`src/rtl/bmf_pkg.sv`:
```
// ----------------------------------------------------------------------------
// bmf_pkg
// Shared types, constants and helpers of the 3x3 box mean filter.
// ----------------------------------------------------------------------------
package bmf_pkg;

  localparam int PIX_W        = 8;
  localparam int CH_N         = 3;
  localparam int RGB_W        = PIX_W * CH_N;
  localparam int COL_W        = 10;
  localparam int ROW_W        = 12;
  localparam int CFG_IDX_W    = 8;
  localparam int CFG_DATA_W   = 16;
  localparam int WIDTH_CFG_W  = 11;
  localparam int HEIGHT_CFG_W = 13;
  localparam int WIDTH_RESET  = 640;
  localparam int HEIGHT_RESET = 480;
  localparam int DIM_MIN      = 3;

  // one column of three bytes, and nine of them
  localparam int CSUM_W = 10;
  localparam int BSUM_W = 12;

  // floor(s / 9) == (s * 3641) >> 15 for every s below 32768
  localparam int DIV9_MUL   = 3641;
  localparam int DIV9_SHIFT = 15;
  localparam int DIV9_PW    = 24;

  // result slots of one pixel, in emission order
  localparam int SLOT_MEAN   = 0;
  localparam int SLOT_RIGHT  = 1;
  localparam int SLOT_BOTTOM = 2;
  localparam int SLOT_N      = 3;

  typedef enum logic [CFG_IDX_W-1:0] {
    CFG_IMAGE_WIDTH  = 8'd0,
    CFG_IMAGE_HEIGHT = 8'd1
  } cfg_reg_e;

  // chan0 in bits 7:0, chan1 in 15:8, chan2 in 23:16
  typedef logic [RGB_W-1:0] rgb_t;

  typedef struct packed {
    rgb_t             pix;
    rgb_t             up;
    rgb_t             mid;
    logic [COL_W-1:0] col;
    logic [ROW_W-1:0] row;
    logic             emit_mean;
    logic             emit_right;
    logic             emit_bottom;
    logic             border;
  } bmf_item_t;

  function automatic logic [PIX_W-1:0] div9(input logic [BSUM_W-1:0] s);
    logic [DIV9_PW-1:0] p;
    p = DIV9_PW'(s) * DIV9_PW'(DIV9_MUL);
    return p[DIV9_SHIFT +: PIX_W];
  endfunction

endpackage

```
`src/rtl/bmf_if.sv`:
```


interface bmf_res_if;
  logic                       valid;
  logic                       ready;
  logic [bmf_pkg::PIX_W-1:0]  chan0_out;
  logic [bmf_pkg::PIX_W-1:0]  chan1_out;
  logic [bmf_pkg::PIX_W-1:0]  chan2_out;
  logic [bmf_pkg::COL_W-1:0]  out_col;
  logic [bmf_pkg::ROW_W-1:0]  out_row;
  logic                       run_last;

  modport source (output valid, chan0_out, chan1_out, chan2_out, out_col, out_row,
                  run_last, input ready);
  modport sink   (input valid, chan0_out, chan1_out, chan2_out, out_col, out_row,
                  run_last, output ready);
endinterface


```
`src/rtl/bmf_emit.sv`:
```
// ----------------------------------------------------------------------------
// bmf_emit
// Window column sums, mean and border selection, and the result register
// that sends up to three results of a pixel, one word per cycle while ready.
// ----------------------------------------------------------------------------
module bmf_emit (
  input  logic                clk_i,
  input  logic                rst_ni,
  input  bmf_pkg::bmf_item_t  item_i,
  input  logic                load_valid_i,
  output logic                load_ready_o,
  bmf_res_if.source           res_o
);

  localparam int PW = bmf_pkg::PIX_W;

  // per channel, sums of the three window columns (oldest first)
  logic [bmf_pkg::CSUM_W-1:0] csum_q [bmf_pkg::CH_N][3];
  bmf_pkg::rgb_t              mid_right_q;
  bmf_pkg::rgb_t              center_q;
  bmf_pkg::rgb_t              pix_q;
  logic [bmf_pkg::COL_W-1:0]  col_q;
  logic [bmf_pkg::ROW_W-1:0]  row_q;
  logic                       border_q;
  logic [bmf_pkg::SLOT_N-1:0] pend_q;
  logic [bmf_pkg::SLOT_N-1:0] pend_d;

  logic                       out_valid_q;
  logic                       out_valid_d;
  bmf_pkg::rgb_t              out_pix_q;
  logic [bmf_pkg::COL_W-1:0]  out_col_q;
  logic [bmf_pkg::ROW_W-1:0]  out_row_q;
  logic                       out_last_q;

  logic [bmf_pkg::SLOT_N-1:0] sel;
  logic [bmf_pkg::SLOT_N-1:0] rest;
  logic                       move;
  logic                       load;
  bmf_pkg::rgb_t              mean_pix;
  bmf_pkg::rgb_t              res_pix;
  logic [bmf_pkg::COL_W-1:0]  res_col;
  logic [bmf_pkg::ROW_W-1:0]  res_row;

  always_comb begin
    sel = '0;
    if (pend_q[bmf_pkg::SLOT_MEAN]) begin
      sel[bmf_pkg::SLOT_MEAN] = 1'b1;
    end else if (pend_q[bmf_pkg::SLOT_RIGHT]) begin
      sel[bmf_pkg::SLOT_RIGHT] = 1'b1;
    end else if (pend_q[bmf_pkg::SLOT_BOTTOM]) begin
      sel[bmf_pkg::SLOT_BOTTOM] = 1'b1;
    end
  end

  assign rest         = pend_q & ~sel;
  assign move         = (pend_q != '0) && (!out_valid_q || res_o.ready);
  assign load_ready_o = (pend_q == '0) || (move && (rest == '0));
  assign load         = load_valid_i && load_ready_o;

  always_comb begin
    logic [bmf_pkg::BSUM_W-1:0] box;
    mean_pix = '0;
    for (int ch = 0; ch < bmf_pkg::CH_N; ch++) begin
      box = bmf_pkg::BSUM_W'(csum_q[ch][0]) + bmf_pkg::BSUM_W'(csum_q[ch][1])
          + bmf_pkg::BSUM_W'(csum_q[ch][2]);
      mean_pix[ch*PW +: PW] = bmf_pkg::div9(box);
    end
  end

  always_comb begin
    if (sel[bmf_pkg::SLOT_MEAN]) begin
      res_pix = border_q ? center_q : mean_pix;
      res_col = col_q - bmf_pkg::COL_W'(1);
      res_row = row_q - bmf_pkg::ROW_W'(1);
    end else if (sel[bmf_pkg::SLOT_RIGHT]) begin
      res_pix = mid_right_q;
      res_col = col_q;
      res_row = row_q - bmf_pkg::ROW_W'(1);
    end else begin
      res_pix = pix_q;
      res_col = col_q;
      res_row = row_q;
    end
  end

  always_comb begin
    pend_d = pend_q;
    if (load) begin
      pend_d[bmf_pkg::SLOT_MEAN]   = item_i.emit_mean;
      pend_d[bmf_pkg::SLOT_RIGHT]  = item_i.emit_right;
      pend_d[bmf_pkg::SLOT_BOTTOM] = item_i.emit_bottom;
    end else if (move) begin
      pend_d = rest;
    end
  end

  always_comb begin
    out_valid_d = out_valid_q;
    if (move) begin
      out_valid_d = 1'b1;
    end else if (res_o.ready) begin
      out_valid_d = 1'b0;
    end
  end

  always_ff @(posedge clk_i or negedge rst_ni) begin
    if (!rst_ni) begin
      pend_q      <= '0;
      out_valid_q <= 1'b0;
    end else begin
      pend_q      <= pend_d;
      out_valid_q <= out_valid_d;
    end
  end

  // window shift: new right column is rows r-2, r-1, r
  always_ff @(posedge clk_i) begin
    if (load) begin
      for (int ch = 0; ch < bmf_pkg::CH_N; ch++) begin
        csum_q[ch][0] <= csum_q[ch][1];
        csum_q[ch][1] <= csum_q[ch][2];
        csum_q[ch][2] <= bmf_pkg::CSUM_W'(item_i.up[ch*PW +: PW])
                       + bmf_pkg::CSUM_W'(item_i.mid[ch*PW +: PW])
                       + bmf_pkg::CSUM_W'(item_i.pix[ch*PW +: PW]);
      end
      center_q    <= mid_right_q;
      mid_right_q <= item_i.mid;
      pix_q       <= item_i.pix;
      col_q       <= item_i.col;
      row_q       <= item_i.row;
      border_q    <= item_i.border;
    end
    if (move) begin
      out_pix_q  <= res_pix;
      out_col_q  <= res_col;
      out_row_q  <= res_row;
      out_last_q <= (rest == '0);
    end
  end

  assign res_o.valid     = out_valid_q;
  assign res_o.chan0_out = out_pix_q[0*PW +: PW];
  assign res_o.chan1_out = out_pix_q[1*PW +: PW];
  assign res_o.chan2_out = out_pix_q[2*PW +: PW];
  assign res_o.out_col   = out_col_q;
  assign res_o.out_row   = out_row_q;
  assign res_o.run_last  = out_last_q;

endmodule

```
`src/flat_wrapper.sv`:
```
// flat-port wrapper written by rule: the top's interface ports become plain ports
module bmf_emit_flat 
  (clk_i, rst_ni, item_i, load_valid_i, load_ready_o, res_o_valid, res_o_chan0_out, res_o_chan1_out, res_o_chan2_out, res_o_out_col, res_o_out_row, res_o_run_last, res_o_ready);
  bmf_res_if res_o_i ();
  input  logic clk_i;
  input  logic rst_ni;
  input  bmf_pkg::bmf_item_t item_i;
  input  logic load_valid_i;
  output logic load_ready_o;
  output wire logic [$bits(res_o_i.valid)-1:0] res_o_valid;
  output wire logic [$bits(res_o_i.chan0_out)-1:0] res_o_chan0_out;
  output wire logic [$bits(res_o_i.chan1_out)-1:0] res_o_chan1_out;
  output wire logic [$bits(res_o_i.chan2_out)-1:0] res_o_chan2_out;
  output wire logic [$bits(res_o_i.out_col)-1:0] res_o_out_col;
  output wire logic [$bits(res_o_i.out_row)-1:0] res_o_out_row;
  output wire logic [$bits(res_o_i.run_last)-1:0] res_o_run_last;
  input wire logic [$bits(res_o_i.ready)-1:0] res_o_ready;
  assign res_o_valid = res_o_i.valid;
  assign res_o_chan0_out = res_o_i.chan0_out;
  assign res_o_chan1_out = res_o_i.chan1_out;
  assign res_o_chan2_out = res_o_i.chan2_out;
  assign res_o_out_col = res_o_i.out_col;
  assign res_o_out_row = res_o_i.out_row;
  assign res_o_run_last = res_o_i.run_last;
  assign res_o_i.ready = res_o_ready;
  bmf_emit u_core (.clk_i(clk_i), .rst_ni(rst_ni), .item_i(item_i), .load_valid_i(load_valid_i), .load_ready_o(load_ready_o), .res_o(res_o_i));
endmodule
```
`config.mk`:
```
export PLATFORM = sky130hd
export DESIGN_NAME = bmf_emit_flat
export DESIGN_NICKNAME = d
export VERILOG_FILES = /design/src/rtl/bmf_pkg.sv /design/src/rtl/bmf_if.sv /design/src/rtl/bmf_emit.sv /design/src/flat_wrapper.sv
export SDC_FILE = /design/constraint.sdc
export NUM_CORES = 1
export LEC_CHECK = 0
export BUFFER_PORTS_ARGS = -buffer_cell sky130_fd_sc_hd__buf_2
export CAP_MARGIN = 20
export CELL_PAD_IN_SITES_DETAIL_PLACEMENT = 1
export CELL_PAD_IN_SITES_GLOBAL_PLACEMENT = 2
export CORE_MARGIN = 5
export CORE_UTILIZATION = 45
export DETAILED_ROUTE_END_ITERATION = 12
export GPL_TIMING_DRIVEN = 0
export PLACE_DENSITY_LB_ADDON = 0.1
export SKIP_CTS_REPAIR_TIMING = 1
export SYNTH_ARGS = -nofsm -noshare
export SYNTH_HDL_FRONTEND = slang
export SYNTH_SLANG_ARGS = --single-unit
```
`constraint.sdc`:
```
create_clock -name clk_i -period 11.6 [get_ports clk_i]
set_input_delay 2.32 -clock clk_i [delete_from_list [all_inputs] [get_ports clk_i]]
set_output_delay 2.32 -clock clk_i [all_outputs]
set_load 0.01 [all_outputs]
```
Yosys cells after proc, flatten, opt, wreduce, memory -nomap -nowiden
Memory sizes are Yosys's and may differ from the RTL's.
Index checks and enable logic that the tools add are counted.
{"block": "word_totals", "ram_bits": 90, "in_bits": 102, "latchBits": 0, "reg_bits": 146, "out_inout_bits": 49, "mem_bits_ro": 0, "elab_cells": 60, "mem_count": 1}
{"block": "classes", "addsub": 14, "bitwise_logic": 2, "shifts": 0, "n_lt_le_gt_ge": 0, "eq_ne": 0, "mux": 17, "reduce_logical": 11, "n_div": 0, "n_mul": 3}
{"name": "u_core.csum_q", "words": 3, "width": 30, "read_ports": 3, "rd_ports_with_merged_regs": 0, "wr": 3, "line_no": "bmf_emit.sv:18", "source": "logic [bmf_pkg::CSUM_W-1:0] csum_q [bmf_pkg::CH_N][3];"}
{"op": "$mux W24", "count": 3}
{"op": "$mul A12 B12 Y23 const B", "count": 3}
{"op": "$add A12 B10 Y12", "count": 3}
{"op": "$add A10 B10 Y11", "count": 3}
{"op": "$add A10 B8 Y10", "count": 3}
{"op": "$add A8 B8 Y9", "count": 3}
{"op": "$mux W12", "count": 2}
{"op": "$sub A12 B1 Y12 const B", "count": 1}
{"op": "$mux W10", "count": 1}
{"op": "$sub A10 B1 Y10 const B", "count": 1}
{"op": "$mux W1", "count": 8}
{"op": "$logic_not A3 Y1", "count": 2}
{"op": "$mux W3", "count": 2}
{"op": "$reduce_bool A2 Y1", "count": 2}
{"op": "$and A3 B3 Y3", "count": 1}
{"op": "$logic_and A1 B1 Y1", "count": 3}
{"op": "$not A3 Y3", "count": 1}
{"op": "$reduce_bool A3 Y1", "count": 1}
{"op": "$logic_or A1 B1 Y1", "count": 2}
{"op": "$mux W2", "count": 1}
{"op": "$logic_not A1 Y1", "count": 1}

Logic depth before layout (Yosys ltp)
Gate-level depths: netlist of run 1.
{"block": "logic_depth", "ltp_word": 11, "depth_mapped": 34, "depth_no_buf": 34}

Least setup slack after synthesis of run 1
OpenSTA, ideal clock, no wires.
{"block": "synth_timing", "path_kind": "input port to flip-flop", "from": "input port res_o_ready", "to": "register u_core.border_q, enable pin", "setup_time_ns": 0.567, "path_buffers": 0, "arrival_time_ns": 7.320, "slack_ns": 3.713, "t_required_ns": 11.033, "path_stages": 4, "path_cell_list": "nor2b_1 -> maj3_1 -> o21ai_0 -> and2_1"}
{"block": "synth_between", "elab_chain_cells": 5}
{"item": "start: declaration", "line_no": "flat_wrapper.sv:17", "source": "input wire logic [$bits(res_o_i.ready)-1:0] res_o_ready;"}
{"item": "$logic_or A1 B1 Y1", "line_no": "bmf_emit.sv:56", "source": "assign move = (pend_q != '0) && (!out_valid_q || res_o.ready);"}
{"item": "$logic_and A1 B1 Y1", "line_no": "bmf_emit.sv:56"}
{"item": "$logic_and A1 B1 Y1", "line_no": "bmf_emit.sv:57", "source": "assign load_ready_o = (pend_q == '0) || (move && (rest == '0));"}
{"item": "$logic_or A1 B1 Y1", "line_no": "bmf_emit.sv:57"}
{"item": "via load_ready_o", "line_no": "flat_wrapper.sv:9", "source": "output logic load_ready_o;"}
{"item": "$logic_and A1 B1 Y1", "line_no": "bmf_emit.sv:58", "source": "assign load = load_valid_i && load_ready_o;"}
{"item": "via u_core.load", "line_no": "bmf_emit.sv:38", "source": "logic load;"}
{"item": "end signal: assignment", "line_no": "bmf_emit.sv:131", "source": "border_q <= item_i.border;"}
{"item": "end: declaration", "line_no": "bmf_emit.sv:24", "source": "logic border_q;"}
The timed path passes the listed nets, and every way through them passes these cells.
A chain may end at the register's enable or synchronous reset.

==> results.ini, run 1 <==
[die]
coreArea_um2 = 40600
number_of_top_level_pins = 151
rows = 74
design.die.area_um2 = 45000
die-width_um = 212
floorplan.initialDensity = 0.452
die_height_um = 212

[drt]
detailed_route_vias_per_instance = 5.21
drt_iter0_markers = 399
route.antenna.remaining_nets = 0
avgRoutedWirePerCell_um = 18.6
drt-pass1-iter-count = 5
detail_route.wirelength_mm = 43.4
drcViolationCount = 0
detailroute.via_count = 12100

[placed_design]
gpl.final_weighted_congestion = 0.876
post-dp-hpwl_mm = 35.8
place.port_buffers = 150

[cells_and_area]
final_common_cell = ha_1
layout.nets = 2278
fillerInstances = 4352
layout-drive-gt1-share = 0.133
antenna-diode-count = 0
area_growth_pct = 13.3
combined_area_of_the_multi_input_logic_cells_um2 = 10300
most-common-layout-cells = 308 x ha_1, 251 x inv_1, 232 x edfxtp_1
register_area_um2 = 7070

[critical_path]
worst_r2r_startpoint = u_core.csum_q[1][11]
critical_path.most_common_cell = inv_1
cp.required_ns = 11.89
startpoint = u_core.csum_q[1][11]
worst_setup_path_start_kind = flop
critical_setup_path_kind = reg -> reg
slowest_stage_cell_on_the_critical_path = fa_1
critical-path-max-stage-delay_ns = 0.57
crit_arrival_ns = 8.50
worstSetupEndpointType = flop
crit_fanout = 4

[clocking]
maximum_clock_path_buffer_count = 3
cts.root.buffer_cell = clkbuf_16
insertion_delay_ns = 0.56
clock_tree.htree_level_count = 1
cts_sinks = 236
clk_transition_reported_paths_ns = 0.06
tritoncts = done
cts_inserted_buffers = 27

[yosys]
synth_seq_area_share = 0.384
netlist_area_um2 = 18400
synth.ff_latch_count = 236
syn_avg_cell_area_um2 = 11.5
synth_enable_flop_cells = 232
ys_warn_count = 0
yosys_most_used_dff = edfxtp_1
count_of_cell_types_in_the_netlist = 63
syn_inst = 1596
async_sr_flop_fraction = 0.0169
synth_fp_nets = 2096

[sta]
worstMarginPinSlew_ns = 0.887
timing.fmax_ghz = 0.122
clock-skew-final_ns = 0.0175
finalSetupViolations = 0
final_min_period_over_clock_period = 0.708
slew-limit-headroom = 0.409
timing.final.hold_violations = 0
grt_setup_unrepaired = no
setup_total_negative_slack_ns = 0
layout_min_cycle_time_ns = 8.21
slew_viol_final = 0

[global_route]
grt_first_pass_wirelength_mm = 69.4
first_global_vias = 13200
grt_util_all_layers = 0.195
grt_remaining_overflow = 0
grt_start_max_net_pins = 66
antenna_found_initial = 3

[hold_path]
timing.hold.worst.class = reg -> reg
holdCritStartpoint = u_core.mid_right_q[14]

[run]
maxCapViolations = 0

[status]
run_status = completed

==> synth_stat cells (all sizes together), types with 3 or more instances <==
cell type | instances | area share
nand2b | 12 | 0.0041
mux2i | 9 | 0.0049
xnor2 | 91 | 0.044
fa | 90 | 0.098
o41ai | 6 | 0.0033
a31oi | 5 | 0.0017
inv | 251 | 0.051
a21o | 44 | 0.018
nand3 | 15 | 0.0041
clkbuf | 13 | 0.0027
and2 | 5 | 0.0017
nor4 | 3 | 0.0010
nor2 | 61 | 0.012
o31ai | 3 | 0.0015
a211oi | 12 | 0.0049
buf | 4 | 0.00082
dfrtp | 4 | 0.0054
nor2b | 19 | 0.0065
nor3 | 24 | 0.0065
a21oi | 115 | 0.032
or3 | 3 | 0.0010
o21a | 11 | 0.0045
o21ai | 45 | 0.014
nand2 | 48 | 0.0098
o22ai | 16 | 0.0054
mux2 | 14 | 0.0088
o21bai | 37 | 0.015
ha | 308 | 0.21
nand4 | 6 | 0.0020
o211ai | 8 | 0.0035
or2 | 4 | 0.0014
xor2 | 58 | 0.030
edfxtp | 232 | 0.38
==> stage by stage <==
step | cells | hold slack (ns) | instance area [µm²] | worst slack (ns) | utilization
final | 2331 | 0.443 | 20800 | 3.39 | 0.513
after global routing | 2331 | 0.451 | 20800 | 2.82 | 0.513
after CTS | 2331 | 0.443 | 20800 | 3.32 | 0.513
after detailed placement | 2281 | 0.432 | 19900 | 3.29 | 0.489
after global placement | 2278 | 0.425 | 19800 | 2.04 | 0.487
after floorplan | 1596 | 0.420 | 18400 | 3.71 | -
==> worst max-delay path, delay by kind of cell, from the launching register on <==
| kind | cells | cell delay (ns) |
|---|---|---|
| AND/OR/NAND/NOR | 2 | 0.40 |
| adder cells (fa/ha/maj) | 8 | 3.30 |
| flip-flops | 1 | 0.44 |
| AO/OA/AOI/OAI | 13 | 2.58 |
| XOR/XNOR | 2 | 0.46 |
| multiplexers | 1 | 0.31 |
| buffers and inverters | 6 | 0.46 |
==> sequential cells by signal (all words and copies together) (netlist names) <==
name,flops
u_core.res_o.valid,1
u_core.res_o.run_last,1
u_core.pix_q,24
u_core.col_q,10
u_core.border_q,1
u_core.mid_right_q,24
u_core.center_q,24
u_core.csum_q,90
u_core.row_q,12
u_core.pend_q,3
u_core.res_o.out_row,12
u_core.res_o.out_col,10
u_core.out_pix_q,24
==> kinds of logic after synthesis <==
logic type      Yosys count  synth area share
simple gates            208            0.0548
flops                   236             0.384
xor+xnor                149            0.0741
buf+inv                 268            0.0547
fa+ha+maj               399             0.308
compound gates          313             0.110
mux                      23            0.0137
==> path summary, 6_finish.rpt <==
path | end | slack, ns | cells after the start
setup / recovery | u_core.out_pix_q[14] | 3.39 | 32
hold / removal | u_core.center_q[14] | 0.44 | 0
setup reg to reg | u_core.out_pix_q[14] | 3.39 | 32
hold reg to reg | u_core.center_q[14] | 0.44 | 0
max in group asynchronous | u_core.pend_q[1] | 9.93 | 1
min in group asynchronous | u_core.pend_q[2] | 1.55 | 1
==> final cells by class <==
cell class	count	share of cell area
Sequential cell	236	0.339
Clock inverter	17	0.0111
Timing Repair Buffer	153	0.0396
Tap cell	532	0.0320
Multi-Input combinational cell	1092	0.495
Inverter	251	0.0452
Buffer	17	0.00306
Clock buffer	33	0.0345
==> layer usage <==
layer / global-route usage / wire length, µm / vias up
li1: - / - / 5974
met1: 0.243 / 18700 / 5989
met2: 0.359 / 22500 / 112
met3: 0.0248 / 1190 / 55
met4: 0.0451 / 960 / 4
met5: 0 / 27 / -
Power of run 1 is left out: the tool's default activity adds up to more than one toggle a clock period on the data nets, which glitch-free logic cannot reach.
==> run 2: changes to the inputs <==
--- a/config.mk
+++ b/config.mk
@@ -5,12 +5,13 @@
 export SDC_FILE = /design/constraint.sdc
 export NUM_CORES = 1
 export LEC_CHECK = 0
+export ABC_AREA = 1
 export BUFFER_PORTS_ARGS = -buffer_cell sky130_fd_sc_hd__buf_2
 export CAP_MARGIN = 20
 export CELL_PAD_IN_SITES_DETAIL_PLACEMENT = 1
 export CELL_PAD_IN_SITES_GLOBAL_PLACEMENT = 2
 export CORE_MARGIN = 5
-export CORE_UTILIZATION = 45
+export CORE_UTILIZATION = 40
 export DETAILED_ROUTE_END_ITERATION = 12
 export GPL_TIMING_DRIVEN = 0
 export PLACE_DENSITY_LB_ADDON = 0.1
==> constraint.sdc (replaced) <==
create_clock -name clk_i -period 8.02 [get_ports clk_i]
set_input_delay 1.604 -clock clk_i [delete_from_list [all_inputs] [get_ports clk_i]]
set_output_delay 1.604 -clock clk_i [all_outputs]
set_load 0.01 [all_outputs]
==> results.ini, run 2 <==
[status]
run_status = completed  ; unchanged

[yosys]
post-synth-top-count-cell = inv_1  ; was ha_1
count_of_cell_types_in_the_netlist = 55  ; was 63
cell_accounting_for_the_most_synthesized_area = edfxtp_1  ; unchanged
synth_fp_nets = 2531  ; was 2096
synth.ff_latch_count = 236  ; unchanged
syn_avg_cell_area_um2 = 9.68  ; was 11.5 µm²
syn_inst = 2031  ; was 1596
yosys.area.top_type_share = 0.354  ; was 0.379
async_sr_flop_fraction = 0.0169  ; unchanged
synth_seq_area_share = 0.359  ; was 0.384
synth_enable_flop_cells = 232  ; unchanged
netlist_area_um2 = 19700  ; was 18400 µm²
yosys_most_used_dff = edfxtp_1  ; unchanged
synth_top_cells_by_area = edfxtp_1 35%, ha_1 20%, fa_1 9.2%  ; was edfxtp_1 38%, ha_1 21%, fa_1 9.8%
yosys-top-cells-count = 375 x inv_1, 308 x ha_1, 293 x nand2_1  ; was 308 x ha_1, 251 x inv_1, 232 x edfxtp_1
ys_warn_count = 0  ; unchanged

[die]
rows = 81  ; was 74
floorplan.initialDensity = 0.403  ; was 0.452
number_of_top_level_pins = 151  ; unchanged
design.die.area_um2 = 53700  ; was 45000 µm²
die_height_um = 232  ; was 212 µm
die-width_um = 232  ; was 212 µm
coreArea_um2 = 48700  ; was 40600 µm²

[placed_design]
placement.cell_area_um2 = 21300  ; was 19900 µm²
gpl.final_weighted_congestion = 0.879  ; was 0.876
place.port_buffers = 150  ; unchanged
post-dp-hpwl_mm = 43.7  ; was 35.8 mm

[cells_and_area]
final_common_cell = inv_1  ; was ha_1
largest_register_ffs = 90  ; unchanged
largest_register = u_core.csum_q  ; unchanged
combined_area_of_the_multi_input_logic_cells_um2 = 11100  ; was 10300 µm²
antenna-diode-count = 0  ; unchanged
most-common-layout-cells = 374 x inv_1, 306 x ha_1, 293 x nand2_1  ; was 308 x ha_1, 251 x inv_1, 232 x edfxtp_1
area_growth_pct = 13.2  ; was 13.3%
final_design_area_no_fill_um2 = 22300  ; was 20800 µm²
layout.nets = 2713  ; was 2278
layout-drive-gt1-share = 0.112  ; was 0.133
register_area_um2 = 7070  ; unchanged
fillerInstances = 5557  ; was 4352

[critical_path]
worstSetupEndpointType = flop  ; unchanged
crit_family = adder cells  ; unchanged
worst_setup_path_start_kind = flop  ; unchanged
cp.required_ns = 8.35  ; was 11.89 ns
crit_fanout = 4  ; unchanged
critical_path.most_common_cell = nand2_1  ; was inv_1
slowest_stage_cell_on_the_critical_path = fa_1  ; unchanged
crit_arrival_ns = 7.76  ; was 8.50 ns
cp_num_buf_inv = 7  ; was 6
critical_setup_path_kind = reg -> reg  ; unchanged
critical-path-max-stage-delay_ns = 0.53  ; was 0.57 ns

[sta]
hold_slack_ns = 0.448  ; was 0.443 ns
slew-limit-headroom = 0.387  ; was 0.409
finalSetupViolations = 0  ; unchanged
layout_min_cycle_time_ns = 7.43  ; was 8.21 ns
clock-skew-final_ns = 0.0140  ; was 0.0175 ns
setup_total_negative_slack_ns = 0  ; unchanged
worstMarginPinSlew_ns = 0.919  ; was 0.887 ns
timing.fmax_ghz = 0.135  ; was 0.122 GHz
grt_setup_unrepaired = no  ; unchanged
final_min_period_over_clock_period = 0.927  ; was 0.708
slew_viol_final = 0  ; unchanged
timing.final.hold_violations = 0  ; unchanged

[global_route]
grt_start_max_net_pins = 110  ; was 66
first_global_vias = 15800  ; was 13200
antenna_found_initial = 5  ; was 3
grt_first_pass_wirelength_mm = 83.5  ; was 69.4 mm
grt_util_all_layers = 0.194  ; was 0.195
grt_remaining_overflow = 0  ; unchanged

[clocking]
cts_sinks = 236  ; unchanged
clk_transition_reported_paths_ns = 0.06  ; about the same
cts.root.buffer_cell = clkbuf_16  ; unchanged
insertion_delay_ns = 0.58  ; was 0.56 ns
clock_tree.htree_level_count = 1  ; unchanged
maximum_clock_path_buffer_count = 3  ; unchanged
tritoncts = done  ; unchanged
cts_inserted_buffers = 28  ; was 27

[drt]
route.antenna.remaining_nets = 0  ; unchanged
drt-pass1-iter-count = 5  ; unchanged
detailroute.via_count = 14300  ; was 12100
drt_iter0_markers = 414  ; was 399
avgRoutedWirePerCell_um = 17.8  ; was 18.6 µm
drcViolationCount = 0  ; unchanged
detail_route.wirelength_mm = 51.7  ; was 43.4 mm
detailed_route_vias_per_instance = 4.95  ; was 5.21

[hold_path]
timing.hold.worst.class = reg -> reg  ; unchanged

[run]
maxCapViolations = 0  ; unchanged

run 2: cell types whose count changed in the layout (fill, tap and decap cells not counted), moves of 55 or more:
cell,change
nor2_1,+57
nand2_1,+245
nand3_1,+70
xnor2_1,-55
inv_1,+123
run 2: worst paths after layout:
check,startpoint,to,slack [ns],cells past startpoint
max in group asynchronous,rst_ni,u_core.pend_q[1],7.06,1
min in group asynchronous,rst_ni,u_core.res_o.valid,0.83,1
max reg2reg,u_core.csum_q[1][10],u_core.out_pix_q[15],0.59,37
min,u_core.mid_right_q[19],u_core.center_q[19],0.45,0
min reg2reg,u_core.mid_right_q[19],u_core.center_q[19],0.45,0
max,u_core.csum_q[1][10],u_core.out_pix_q[15],0.59,37
run 2: routing by layer:
layer	wire length, µm	global-route usage
met5	38	0
met3	2060	0.0334
met1	23600	0.255
met4	964	0.0393
met2	25000	0.340
run 2: per-stage QoR:
step / std cells / utilization / setup slack (ns)
2_1_floorplan: 2031 / - / 1.38
3_3_place_gp: 2845 / 0.436 / 0.186
3_5_place_dp: 2847 / 0.437 / 0.407
4_1_cts: 2897 / 0.456 / 0.385
5_1_grt: 2897 / 0.457 / 0.0104
6_report: 2897 / 0.457 / 0.585
run 2: final cells by class:
class                   instances  share of cell area
multi-input cells            1396               0.500
flip-flops and latches        236               0.317
inverters                     386              0.0655
well taps                     664              0.0373
repair buffers                152              0.0359
clock buffers                  33              0.0323
clock inverters                17             0.00922
plain buffers                  13             0.00253
run 2: kinds of logic (layout without fill, tap and decap cells):
| group | count (synthesis) | count (layout) | synth area share |
|---|---|---|---|
| AND/OR/NAND/NOR | 559 | 559 | 0.121 |
| buffers and inverters | 399 | 601 | 0.0767 |
| adder cells (fa/ha/maj) | 398 | 398 | 0.288 |
| AO/OA/AOI/OAI | 308 | 308 | 0.0930 |
| flip-flops | 236 | 236 | 0.359 |
| XOR/XNOR | 131 | 131 | 0.0625 |
run 2: worst register-to-register path: cells and delay by family, from the launching register on:
family          cells  cell delay, ns
xor+xnor            2            0.54
simple gates       14            1.29
flops               1            0.38
fa+ha+maj           9            3.68
buf+inv             7            0.55
compound gates      5            0.75
Power of run 2 is left out for the same reason.
==> run 3: changes to the inputs <==
--- a/config.mk
+++ b/config.mk
@@ -11,11 +11,12 @@
 export CELL_PAD_IN_SITES_DETAIL_PLACEMENT = 1
 export CELL_PAD_IN_SITES_GLOBAL_PLACEMENT = 2
 export CORE_MARGIN = 5
-export CORE_UTILIZATION = 40
+export CORE_UTILIZATION = 36
 export DETAILED_ROUTE_END_ITERATION = 12
 export GPL_TIMING_DRIVEN = 0
 export PLACE_DENSITY_LB_ADDON = 0.1
 export SKIP_CTS_REPAIR_TIMING = 1
+export SLEW_MARGIN = 20
 export SYNTH_ARGS = -nofsm -noshare
 export SYNTH_HDL_FRONTEND = slang
 export SYNTH_SLANG_ARGS = --single-unit
==> constraint.sdc (replaced) <==
create_clock -name clk_i -period 6.2 [get_ports clk_i]
set_input_delay 1.24 -clock clk_i [delete_from_list [all_inputs] [get_ports clk_i]]
set_output_delay 1.24 -clock clk_i [all_outputs]
set_load 0.01 [all_outputs]
==> results.ini, run 3 (same netlist as run 2, synthesis figures left out) <==
[sta]
timing.fmax_ghz = 0.149  ; was 0.135 GHz
final_min_period_over_clock_period = 1.08  ; was 0.927
grt_setup_unrepaired = yes  ; was no
layout_min_cycle_time_ns = 6.72  ; was 7.43 ns
timing.final.hold_violations = 0  ; unchanged
setup_total_negative_slack_ns = -7.75  ; was 0 ns
slew_viol_final = 0  ; unchanged
slew-limit-headroom = 0.363  ; was 0.387
setup_ws_post_layout_ns = -0.518  ; was 0.585 ns
worstMarginPinSlew_ns = 0.955  ; was 0.919 ns
clock-skew-final_ns = 0.0152  ; was 0.0140 ns
finalSetupViolations = 24  ; was 0

[clocking]
clk_transition_reported_paths_ns = 0.06  ; about the same
maximum_clock_path_buffer_count = 3  ; unchanged
cts_inserted_buffers = 29  ; was 28
cts_sinks = 236  ; unchanged
insertion_delay_ns = 0.58  ; about the same
cts.root.buffer_cell = clkbuf_16  ; unchanged
tritoncts = done  ; unchanged
clock_tree.htree_level_count = 1  ; unchanged

[drt]
detailed_route_vias_per_instance = 4.87  ; was 4.95
drcViolationCount = 0  ; unchanged
detailroute.via_count = 14600  ; was 14300
detail_route.wirelength_mm = 54.7  ; was 51.7 mm
drt-pass1-iter-count = 4  ; was 5
avgRoutedWirePerCell_um = 18.3  ; was 17.8 µm
route.antenna.remaining_nets = 0  ; unchanged
drt_iter0_markers = 464  ; was 414

[cells_and_area]
final_common_cell = inv_1  ; unchanged
area_growth_pct = 23.5  ; was 13.2%
most-common-layout-cells = 352 x inv_1, 257 x ha_1, 246 x nand2_1  ; was 374 x inv_1, 306 x ha_1, 293 x nand2_1
finalNonFillerCells = 2994  ; was 2897
largest_register_ffs = 90  ; unchanged
layout.nets = 2774  ; was 2713
largest_register = u_core.csum_q  ; unchanged
layout-drive-gt1-share = 0.243  ; was 0.112
final_design_area_no_fill_um2 = 24300  ; was 22300 µm²

[global_route]
first_global_vias = 15400  ; was 15800
grt_remaining_overflow = 0  ; unchanged
grt_first_pass_wirelength_mm = 84.2  ; was 83.5 mm
grt_start_max_net_pins = 71  ; was 110
antenna_found_initial = 7  ; was 5
grt_util_all_layers = 0.178  ; was 0.194

[placed_design]
post-dp-hpwl_mm = 45.1  ; was 43.7 mm
gpl.final_weighted_congestion = 0.844  ; was 0.879
post-place-ws_ns = -0.970  ; was 0.407 ns
placement.cell_area_um2 = 21700  ; was 21300 µm²
place.port_buffers = 150  ; unchanged
placed_cells_incl_taps = 2881  ; was 2847

[critical_path]
worst_setup_path_start_kind = flop  ; unchanged
cp.required_ns = 6.49  ; was 8.35 ns
slowest_stage_cell_on_the_critical_path = fa_1  ; unchanged
critical_setup_path_kind = reg -> reg  ; unchanged
crit_fanout = 4  ; unchanged
crit_arrival_ns = 7.01  ; was 7.76 ns
critical-path-max-stage-delay_ns = 0.49  ; was 0.53 ns
rr_worst_depth = 29  ; was 37
rrSetupSlack_ns = -0.52  ; was 0.59 ns
critical_path.most_common_cell = fa_1  ; was nand2_1
worstSetupEndpointType = flop  ; unchanged

[hold_path]
hold-path-cell-count = 0  ; unchanged
timing.hold.worst.class = reg -> reg  ; unchanged

[die]
rows = 85  ; was 81
die-width_um = 244  ; was 232 µm
die_height_um = 244  ; was 232 µm
design.die.area_um2 = 59400  ; was 53700 µm²
number_of_top_level_pins = 151  ; unchanged
floorplan.initialDensity = 0.365  ; was 0.403
coreArea_um2 = 53900  ; was 48700 µm²

[status]
run_status = complete, but fails checks  ; was completed
violations = negative setup slack

[run]
maxCapViolations = 0  ; unchanged

run 3: cell count changes in the layout (fill, tap and decap cells not counted), moves of 36 or more:
| cell | previous run | this run |
|---|---|---|
| ha_1 | 306 | 257 |
| ha_4 | 2 | 50 |
| nand2_1 | 293 | 246 |
| a21oi_2 | 3 | 42 |
| a21oi_1 | 145 | 99 |
| buf_4 | 1 | 58 |
| nand2_2 | 9 | 45 |
run 3: per-layer routing:
metal | track usage | up-vias | share of wire | routed length, µm
li1 | - | 7282 | - | -
met4 | 0.0368 | 8 | 0.020 | 1070
met3 | 0.0295 | 69 | 0.040 | 2190
met2 | 0.307 | 137 | 0.48 | 26300
met1 | 0.237 | 7091 | 0.46 | 25000
met5 | 0 | - | 0.00084 | 46
run 3: worst paths after layout:
| check | start | endpoint |
|---|---|---|
| worst min register to register | u_core.mid_right_q[9] | u_core.center_q[9] |
| min in group asynchronous | rst_ni | u_core.pend_q[2] |
| max in group asynchronous | rst_ni | u_core.pend_q[0] |
| worst max-delay path | u_core.csum_q[2][10] | u_core.out_pix_q[17] |
| worst min-delay path | u_core.mid_right_q[9] | u_core.center_q[9] |
| worst max register to register | u_core.csum_q[2][10] | u_core.out_pix_q[17] |
run 3: critical path: cells and delay by family (launching register included):
kind / cells / cell delay [ns]
fa+ha+maj: 9 / 3.48
compound gates: 7 / 0.92
simple gates: 4 / 0.63
xor+xnor: 3 / 0.52
flops: 1 / 0.43
buf+inv: 6 / 0.43
run 3: layout make-up:
class | instances | area [µm²]
Clock buffer | 32 | 737
Tap cell | 696 | 871
Buffer | 13 | 56.3
Fill cell | 6019 | 29600
Clock inverter | 20 | 155
Timing Repair Buffer | 212 | 1290
Antenna cell | 3 | 7.51
Sequential cell | 236 | 7070
Inverter | 386 | 1460
Multi-Input combinational cell | 1396 | 12600
run 3: metrics by stage:
step                 util  hold WS, ns
finish              0.450        0.440
CTS                 0.419        0.411
floorplan               -        0.427
detailed placement  0.402        0.437
global route        0.450        0.427
global placement    0.400        0.434
Power of run 3 is left out for the same reason.
